==> src/design/wfc_pkg.sv <==
`timescale 1ns / 1ps

package wfc_pkg;

  localparam int PADDR_W = 3;
  localparam int PDATA_W = 32;

  // Register word index within the configuration space
  localparam logic REG_DIRECTION = 1'b0;

  localparam logic [7:0]  FRAME_HEAD_TEXT = 8'h81;
  localparam logic [63:0] LEN_SHORT_MAX   = 64'd125;
  localparam logic [63:0] LEN_MID_MAX     = 64'd65535;
  localparam logic [7:0]  LEN_CODE_16     = 8'd126;
  localparam logic [7:0]  LEN_CODE_64     = 8'd127;
  localparam logic [6:0]  LEN_CODE_MASK   = 7'h7F;

  localparam logic [3:0] HDR_N_SHORT = 4'd2;
  localparam logic [3:0] HDR_N_MID   = 4'd4;
  localparam logic [3:0] HDR_N_LONG  = 4'd10;

  localparam logic [3:0] MASK_START_RESET = 4'd2;
  localparam logic [3:0] MASK_START_16    = 4'd4;
  localparam logic [3:0] MASK_START_64    = 4'd10;
  localparam logic [3:0] BYTE_INDEX_MAX   = 4'd14;

  typedef enum logic {
    DIR_DECODE = 1'b0,
    DIR_ENCODE = 1'b1
  } dir_t;

  typedef struct packed {
    logic [7:0]  data_byte;
    logic        byte_valid;
    logic        first_of_message;
    logic        last_of_message;
    logic [62:0] payload_length;
  } item_t;

  typedef struct packed {
    logic [7:0] out_byte;
    logic       out_last;
  } result_t;

endpackage

==> src/design/wfc_if.sv <==
`timescale 1ns / 1ps

interface wfc_in_if;
  logic        valid;
  logic        ready;
  logic [7:0]  data_byte;
  logic        byte_valid;
  logic        first_of_message;
  logic        last_of_message;
  logic [62:0] payload_length;

  modport source(output valid, data_byte, byte_valid, first_of_message, last_of_message,
                 payload_length, input ready);
  modport sink(input valid, data_byte, byte_valid, first_of_message, last_of_message,
               payload_length, output ready);
endinterface

interface wfc_out_if;
  logic       valid;
  logic       ready;
  logic [7:0] out_byte;
  logic       out_last;

  modport source(output valid, out_byte, out_last, input ready);
  modport sink(input valid, out_byte, out_last, output ready);
endinterface

==> src/design/wfc_regs.sv <==
`timescale 1ns / 1ps

module wfc_regs
  import wfc_pkg::*;
(
  input  logic               clk,
  input  logic               rst,
  input  logic               psel,
  input  logic               penable,
  input  logic               pwrite,
  input  logic [PADDR_W-1:0] paddr,
  input  logic [PDATA_W-1:0] pwdata,
  output logic [PDATA_W-1:0] prdata,
  output logic               pready,
  output dir_t               direction
);

  logic hit;

  assign hit    = (paddr[PADDR_W-1] == REG_DIRECTION);
  assign pready = 1'b1;

  always_ff @(posedge clk) begin
    if (rst) begin
      direction <= DIR_DECODE;
    end else if (psel && penable && pwrite && hit) begin
      direction <= dir_t'(pwdata[0]);
    end
  end

  assign prdata = hit ? {{(PDATA_W-1){1'b0}}, direction} : '0;

endmodule

==> src/design/wfc_encoder.sv <==
`timescale 1ns / 1ps

module wfc_encoder
  import wfc_pkg::*;
(
  input  item_t      item,
  input  logic [3:0] k,
  output logic [3:0] n,
  output result_t    res
);

  logic [63:0] len;
  logic        is_short;
  logic        is_mid;
  logic [3:0]  hdr_n;
  logic [3:0]  long_sel;
  logic [7:0]  long_byte;

  assign len      = {1'b0, item.payload_length};
  assign is_short = (len <= LEN_SHORT_MAX);
  assign is_mid   = (len <= LEN_MID_MAX);
  assign long_sel = HDR_N_LONG - 4'd1 - k;
  assign long_byte = len[long_sel[2:0]*8 +: 8];

  always_comb begin
    if (is_short) hdr_n = HDR_N_SHORT;
    else if (is_mid) hdr_n = HDR_N_MID;
    else hdr_n = HDR_N_LONG;
  end

  assign n = item.first_of_message ? hdr_n + {3'b0, item.byte_valid} : {3'b0, item.byte_valid};

  always_comb begin
    res.out_byte = item.data_byte;
    res.out_last = item.last_of_message;
    if (item.first_of_message && k < hdr_n) begin
      // header bytes; the final one closes an empty message
      res.out_last = (k == hdr_n - 4'd1) && !item.byte_valid && item.last_of_message;
      priority if (k == 4'd0) begin
        res.out_byte = FRAME_HEAD_TEXT;
      end else if (k == 4'd1) begin
        if (is_short) res.out_byte = len[7:0];
        else if (is_mid) res.out_byte = LEN_CODE_16;
        else res.out_byte = LEN_CODE_64;
      end else if (is_mid) begin
        res.out_byte = (k == 4'd2) ? len[15:8] : len[7:0];
      end else begin
        res.out_byte = long_byte;
      end
    end
  end

endmodule

==> src/design/wfc_decoder.sv <==
`timescale 1ns / 1ps

module wfc_decoder
  import wfc_pkg::*;
(
  input  logic    clk,
  input  logic    rst,
  input  item_t   item,
  input  logic    commit,
  output logic    has_result,
  output result_t res
);

  logic [3:0] byte_index, byte_index_next;
  logic [3:0] mask_start, mask_start_next;
  logic [1:0] payload_phase, payload_phase_next;
  logic [7:0] mask_key [4];
  logic [7:0] mask_key_next [4];

  logic [3:0] idx;
  logic [3:0] ms;
  logic [1:0] ph;
  logic [3:0] key_pos;
  logic [6:0] code;

  // a first item restarts the header walk before its byte is handled
  assign idx     = item.first_of_message ? 4'd0 : byte_index;
  assign ms      = item.first_of_message ? MASK_START_RESET : mask_start;
  assign ph      = item.first_of_message ? 2'd0 : payload_phase;
  assign key_pos = idx - ms;
  assign code    = item.data_byte[6:0] & LEN_CODE_MASK;

  assign has_result   = item.byte_valid && (idx >= ms + 4'd4);
  assign res.out_byte = item.data_byte ^ mask_key[ph];
  assign res.out_last = item.last_of_message;

  always_comb begin
    byte_index_next    = idx;
    mask_start_next    = ms;
    payload_phase_next = ph;
    for (int j = 0; j < 4; j++) mask_key_next[j] = mask_key[j];

    if (idx == 4'd1) begin
      if (code == LEN_CODE_16[6:0]) mask_start_next = MASK_START_16;
      else if (code == LEN_CODE_64[6:0]) mask_start_next = MASK_START_64;
      else mask_start_next = MASK_START_RESET;
    end else if (idx > 4'd1 && idx < ms + 4'd4) begin
      if (idx >= ms) mask_key_next[key_pos[1:0]] = item.data_byte;
    end else if (idx >= ms + 4'd4) begin
      payload_phase_next = ph + 2'd1;
    end

    if (idx < BYTE_INDEX_MAX) byte_index_next = idx + 4'd1;

    if (item.last_of_message) begin
      byte_index_next    = 4'd0;
      mask_start_next    = MASK_START_RESET;
      payload_phase_next = 2'd0;
    end
  end

  always_ff @(posedge clk) begin
    if (rst) begin
      byte_index    <= 4'd0;
      mask_start    <= MASK_START_RESET;
      payload_phase <= 2'd0;
      for (int j = 0; j < 4; j++) mask_key[j] <= 8'd0;
    end else if (commit && item.byte_valid) begin
      byte_index    <= byte_index_next;
      mask_start    <= mask_start_next;
      payload_phase <= payload_phase_next;
      for (int j = 0; j < 4; j++) mask_key[j] <= mask_key_next[j];
    end
  end

endmodule

==> src/design/websocket_frame_codec_top.sv <==
`timescale 1ns / 1ps

// WebSocket frame codec, byte stream in, byte stream out.
// data_ch carries one item per handshake: a byte with valid, first and last flags,
// and on encode the message payload length (sampled on the first item).
// result_ch carries one result byte per handshake with its last flag.
// The direction register (APB, address 0, bit 0) selects decode (0) or encode (1);
// write it only while the block is idle.
// An item is registered in the input register on acceptance, and its results pass
// through the output register to result_ch.
// Throughput: one item per cycle whenever an item yields at most one result and
// result_ch does not stall. An encode first item yields its header burst (2, 4 or
// 10 bytes, plus the payload byte) out of the single output register, one per cycle
// while result_ch accepts, and holds data_ch off until its last byte is registered.
// Decode drops header bytes, captures the mask key and unmasks payload bytes.
// Reset clears the direction to decode and the decode position, mask start,
// phase and mask key. When result_ch stalls, the output register holds its item,
// the input register fills and data_ch ready drops; nothing is lost.
module websocket_frame_codec_top
  import wfc_pkg::*;
(
  input  logic               clk,
  input  logic               rst,
  wfc_in_if.sink             data_ch,
  wfc_out_if.source          result_ch,
  input  logic               psel,
  input  logic               penable,
  input  logic               pwrite,
  input  logic [PADDR_W-1:0] paddr,
  input  logic [PDATA_W-1:0] pwdata,
  output logic [PDATA_W-1:0] prdata,
  output logic               pready
);

  dir_t    direction;
  logic    a_valid;
  item_t   a_item;
  logic [3:0] k;
  logic [3:0] n;
  logic [3:0] enc_n;
  result_t enc_res;
  result_t dec_res;
  result_t cur_res;
  logic    dec_has;
  logic    o_valid;
  result_t o_res;
  logic    o_free;
  logic    emit;
  logic    a_done;
  logic    take;
  item_t   in_item;

  wfc_regs u_regs (
    .clk(clk), .rst(rst), .psel(psel), .penable(penable), .pwrite(pwrite),
    .paddr(paddr), .pwdata(pwdata), .prdata(prdata), .pready(pready),
    .direction(direction)
  );

  wfc_encoder u_enc (
    .item(a_item), .k(k), .n(enc_n), .res(enc_res)
  );

  wfc_decoder u_dec (
    .clk(clk), .rst(rst), .item(a_item),
    .commit(a_done && direction == DIR_DECODE),
    .has_result(dec_has), .res(dec_res)
  );

  assign in_item.data_byte        = data_ch.data_byte;
  assign in_item.byte_valid       = data_ch.byte_valid;
  assign in_item.first_of_message = data_ch.first_of_message;
  assign in_item.last_of_message  = data_ch.last_of_message;
  assign in_item.payload_length   = data_ch.payload_length;

  assign n       = (direction == DIR_ENCODE) ? enc_n : {3'b0, dec_has};
  assign cur_res = (direction == DIR_ENCODE) ? enc_res : dec_res;

  assign o_free = !o_valid || result_ch.ready;
  assign emit   = a_valid && (n != 4'd0) && o_free;
  // the item leaves the input register with its final result, or at once if it has none
  assign a_done = a_valid && ((n == 4'd0) || (emit && k == n - 4'd1));
  assign take   = data_ch.valid && data_ch.ready;

  assign data_ch.ready = !a_valid || a_done;

  always_ff @(posedge clk) begin
    if (rst) begin
      a_valid <= 1'b0;
      k       <= 4'd0;
    end else begin
      if (take) a_valid <= 1'b1;
      else if (a_done) a_valid <= 1'b0;
      if (a_done) k <= 4'd0;
      else if (emit) k <= k + 4'd1;
    end
  end

  always_ff @(posedge clk) begin
    if (take) a_item <= in_item;
  end

  always_ff @(posedge clk) begin
    if (rst) begin
      o_valid <= 1'b0;
    end else if (o_free) begin
      o_valid <= emit;
    end
  end

  always_ff @(posedge clk) begin
    if (emit) o_res <= cur_res;
  end

  assign result_ch.valid    = o_valid;
  assign result_ch.out_byte = o_res.out_byte;
  assign result_ch.out_last = o_res.out_last;

endmodule
==> src/flat_wrapper.sv <==
// flat-port wrapper written by rule: the top's interface ports become plain ports
module websocket_frame_codec_top_flat import wfc_pkg::*;
  (clk, rst, psel, penable, pwrite, paddr, pwdata, prdata, pready, data_ch_valid, data_ch_data_byte, data_ch_byte_valid, data_ch_first_of_message, data_ch_last_of_message, data_ch_payload_length, data_ch_ready, result_ch_valid, result_ch_out_byte, result_ch_out_last, result_ch_ready);
  wfc_in_if data_ch_i ();
  wfc_out_if result_ch_i ();
  input  logic clk;
  input  logic rst;
  input  logic psel;
  input  logic penable;
  input  logic pwrite;
  input  logic [PADDR_W-1:0] paddr;
  input  logic [PDATA_W-1:0] pwdata;
  output logic [PDATA_W-1:0] prdata;
  output logic pready;
  input wire logic [$bits(data_ch_i.valid)-1:0] data_ch_valid;
  input wire logic [$bits(data_ch_i.data_byte)-1:0] data_ch_data_byte;
  input wire logic [$bits(data_ch_i.byte_valid)-1:0] data_ch_byte_valid;
  input wire logic [$bits(data_ch_i.first_of_message)-1:0] data_ch_first_of_message;
  input wire logic [$bits(data_ch_i.last_of_message)-1:0] data_ch_last_of_message;
  input wire logic [$bits(data_ch_i.payload_length)-1:0] data_ch_payload_length;
  output wire logic [$bits(data_ch_i.ready)-1:0] data_ch_ready;
  output wire logic [$bits(result_ch_i.valid)-1:0] result_ch_valid;
  output wire logic [$bits(result_ch_i.out_byte)-1:0] result_ch_out_byte;
  output wire logic [$bits(result_ch_i.out_last)-1:0] result_ch_out_last;
  input wire logic [$bits(result_ch_i.ready)-1:0] result_ch_ready;
  assign data_ch_i.valid = data_ch_valid;
  assign data_ch_i.data_byte = data_ch_data_byte;
  assign data_ch_i.byte_valid = data_ch_byte_valid;
  assign data_ch_i.first_of_message = data_ch_first_of_message;
  assign data_ch_i.last_of_message = data_ch_last_of_message;
  assign data_ch_i.payload_length = data_ch_payload_length;
  assign data_ch_ready = data_ch_i.ready;
  assign result_ch_valid = result_ch_i.valid;
  assign result_ch_out_byte = result_ch_i.out_byte;
  assign result_ch_out_last = result_ch_i.out_last;
  assign result_ch_i.ready = result_ch_ready;
  websocket_frame_codec_top u_core (.clk(clk), .rst(rst), .data_ch(data_ch_i), .result_ch(result_ch_i), .psel(psel), .penable(penable), .pwrite(pwrite), .paddr(paddr), .pwdata(pwdata), .prdata(prdata), .pready(pready));
endmodule
==> config.mk <==
export PLATFORM = sky130hd
export DESIGN_NAME = websocket_frame_codec_top_flat
export DESIGN_NICKNAME = d
export VERILOG_FILES = /design/src/design/wfc_pkg.sv /design/src/design/wfc_if.sv /design/src/design/wfc_regs.sv /design/src/design/wfc_encoder.sv /design/src/design/wfc_decoder.sv /design/src/design/websocket_frame_codec_top.sv /design/src/flat_wrapper.sv
export SDC_FILE = /design/constraint.sdc
export NUM_CORES = 1
export LEC_CHECK = 0
export BUFFER_PORTS_ARGS = -buffer_cell sky130_fd_sc_hd__buf_2
export CAP_MARGIN = 10
export CORE_UTILIZATION = 43
export CTS_CLUSTER_SIZE = 30
export DETAILED_ROUTE_END_ITERATION = 16
export PLACE_DENSITY = 0.69
export SYNTH_ARGS = -nofsm -noshare
export SYNTH_HDL_FRONTEND = slang
export SYNTH_SLANG_ARGS = --single-unit
==> constraint.sdc <==
create_clock -name clk -period 8.5 [get_ports clk]
set_clock_uncertainty 0.05 [all_clocks]
set_input_delay 0.85 -clock clk [delete_from_list [all_inputs] [get_ports clk]]
set_output_delay 0.85 -clock clk [all_outputs]
set_load 0.005 [all_outputs]
==> results.toml <==
[worst_hold_path]
classification_of_the_worst_slack_hold_path = "reg2reg"
hold_start = "u_core.u_dec.mask_start[0]"
whs_path_depth = 1
hold_end = "u_core.u_dec.mask_start[0]"

[floorplanning]
placement_rows = 46
die_w_um = 131
die-height_um = 131
design.core.area_um2 = 16100
num_io_pins = 160
floorplan.initialDensity = 0.444
full_die_area_um2 = 17100

[status]
status = "complete, no violations"

[cells_and_area]
fraction_of_layout_instances_using_a_drive_strength_above_1 = 0.239
final-instance-count-excl-fill = 924
total_inserted_antenna_cells = 0
leading_cell_types_in_the_layout_fill_and_taps_excluded = "edfxtp_1, buf_2, a21oi_1"
most_common_cell_after_layout_fill_and_taps_aside = "edfxtp_1"
synthToLayoutAreaGrowth_pct = 15.8
final_core_util = 0.514
fin_nets = 830

[timing]
final.min_clock_period_ns = 5.93
max_freq_ghz = 0.169
totalNegativeSetupSlack_ns = 0
final.period_utilization = 0.697
timing.final.hold_violations = 0
tightest_slew_ns = 0.952
timing.final.setup_violations = 0
final_max_slew_viol_count = 0
rsz0062_at_grt = "no"
timing.max_slew.rel_slack = 0.365

[global_routing]
global_route.peak_usage_layer = "met2"
globalRouteTotalUtil = 0.202
grt.met2_usage = 0.333
grt_start_max_net_pins = 75
global_routing_met1_resource_utilization = 0.252
grt_pass1_wl_um = 25900
gr-usage-met3 = 0.0464
antenna_found_initial = 0
first_global_vias = 5095
global_route.overflow_total = 0

[cts]
clock_tree.root_cell = "clkbuf_16"
cts_setup_buffers = 0
clock_path_buffers = 2
cts.htree.levels = 4
tritoncts = "yes"
cts_repair_resize_count = 0
clock_insertion_delay_worst_skew_ns = 0.43
path_clk_slew_ns = 0.06
cts_hold_buffers = 0
cts_buffers = 17
cts_num_sinks = 132

[route]
detailroute.via_count = 5168
routedWlPerCell_um = 17.6
number_of_drc_markers_in_iteration_0 = 406
first_pass_detailed_route_iteration_total = 5
drcViolationCount = 0
detail-route-antenna-nets = 0
totalWireLength_um = 16300
vias_per_cell = 5.59

[synth]
number_of_flops_mapped_to_enable_cells_by_yosys = 115
synth-main-ff-cell = "edfxtp_1"
netlist.area_leader.share = 0.484
ys_ff_latch = 132
warning_count_from_the_yosys_run = 0
ys_types = 60
ys_async_sr_fraction = 0
synth.cell_area_um2 = 7130
synth.largest_area_cell = "edfxtp_1"
synthesis.area_per_instance_um2 = 11.5
synth.yosys.seq_area_share = 0.532
synthesis.instances = 619
synth.area.top_cells = "edfxtp_1, dfxtp_1, mux4_2"

[job]
max_cap_viols = 0

[placed_design]
io_buffers = 94
post-dp-hpwl_um = 11700
place.detailed.instances = 892
globalplace.congestion = 0.840

[setup_path]
cp.arrival_ns = 5.03
worst_setup_path_start_kind = "register"
critical_path.most_common_cell = "ha_1"
critPathRequiredTime_ns = 7.60
ff2ff_setup_slack_ns = 2.85
critical_path.reg2reg.startpoint = "u_core.a_item[64]"
worstPathCellList = "nor2b_1, inv_1, ha_1, nand2_1, nor2_1, o31ai_1, ha_1, xnor2_1, nor3b_1, o41ai_1, o21ai_1, o211ai_2, nand3_1, buf_2"
timing.critical_path.to_type = "primary output"
reg2reg_to = "u_core.a_item[72]"
crit_buf_inv = 2
critical_path.max_stage_delay_ns = 0.72
crit_start = "u_core.a_item[64]"
cp_top_delay_family = "adder cells"
worst_r2r_path_depth = 14
worstSetupPathType = "reg2out"
slowest_stage = "edfxtp_1"
timing.critical_path.fanout_max = 23

[pwr]
power_density_nw_per_um2 = 195
power_leakage_nw = 3.04
irDropWorstVdd_uv = 145
[sequential cells by signal (all words and copies together), names as in the netlist]
name	flops
u_core.u_dec.byte_index	4
u_core.u_dec.mask_start	4
u_core.u_regs.direction	1
u_core.u_dec.payload_phase	2
u_core.a_valid	1
u_core.u_dec.mask_key	32
u_core.k	4
u_core.result_ch.out_last	1
u_core.result_ch.out_byte	8
u_core.a_item	74
u_core.result_ch.valid	1
[cell families after synthesis]
| logic type | Yosys count | share of synthesized area |
|---|---|---|
| simple gates | 169 | 0.118 |
| flops | 132 | 0.532 |
| fa+ha+maj | 19 | 0.0344 |
| buf+inv | 88 | 0.0646 |
| other cells | 2 | 0.00105 |
| xor+xnor | 18 | 0.0221 |
| compound gates | 141 | 0.129 |
| mux | 50 | 0.0982 |
[worst reg2reg max path, stage by stage, from the launching register on]
cell	delay [ns]
edfxtp_1	0.72
nor2b_1	0.41
inv_1	0.11
ha_1	0.73
nand2_1	0.16
nor2_1	0.27
o31ai_1	0.17
ha_1	0.47
xnor2_1	0.34
nor3b_1	0.24
o41ai_1	0.13
o21ai_1	0.22
o211ai_2	0.26
a31oi_4	0.22
buf_4	0.71
[final cells by class]
cell class | count | area [um2]
Clock inverter | 14 | 176
Timing Repair Buffer | 101 | 523
Clock buffer | 18 | 429
Fill cell | 1373 | 7800
Multi-Input combinational cell | 429 | 3010
Sequential cell | 132 | 3790
Tap cell | 216 | 270
Inverter | 14 | 52.6
[layer usage]
metal,routed length [um],part of all wire
met5,0,0
met3,1080,0.066
met4,476,0.029
met2,7950,0.49
met1,6800,0.42
[synth_stat cells, types with 13 or more instances]
cell type / number
a21oi_1: 46
a31oi_1: 13
buf_1: 13
buf_4: 32
clkbuf_1: 21
dfxtp_1: 17
edfxtp_1: 115
ha_1: 18
inv_1: 14
mux2i_1: 25
mux4_2: 15
nand2_1: 41
nand3_1: 14
nor2_1: 42
nor2b_1: 27
o21ai_0: 21
[stage by stage]
| step | worst slack (ns) | area [um2] | hold WS, ns | power [W] |
|---|---|---|---|---|
| after global placement | 3.07 | 7650 | 0.402 | 0.000860 |
| after floorplan | 0.606 | 7240 | 0.390 | 0.000833 |
| final | 2.57 | 8260 | 0.432 | 0.00161 |
| after CTS | 2.61 | 8260 | 0.429 | 0.00161 |
| after global routing | 2.15 | 8260 | 0.452 | 0.00166 |
| after detailed placement | 2.97 | 7650 | 0.418 | 0.000864 |
[power breakdown]
group	switching (W)	internal [W]
clock network	0.000289	0.000465
registers	0.0000255	0.000738
logic	0.0000484	0.0000397
[worst max path at each step]
| stage | endpoint | slack [ns] | depth (start not counted) |
|---|---|---|---|
| 3_5_place_dp | u_core.a_item[5] | 2.97 | 14 |
| 3_3_place_gp | u_core.a_item[68] | 3.07 | 14 |
| 5_1_grt | data_ch_ready | 2.15 | 14 |
| 2_1_floorplan | u_core.a_item[0] | 0.61 | 15 |
| 6_report | data_ch_ready | 2.57 | 14 |
| 4_1_cts | data_ch_ready | 2.61 | 14 |
(Power assumes the default switching activity.)
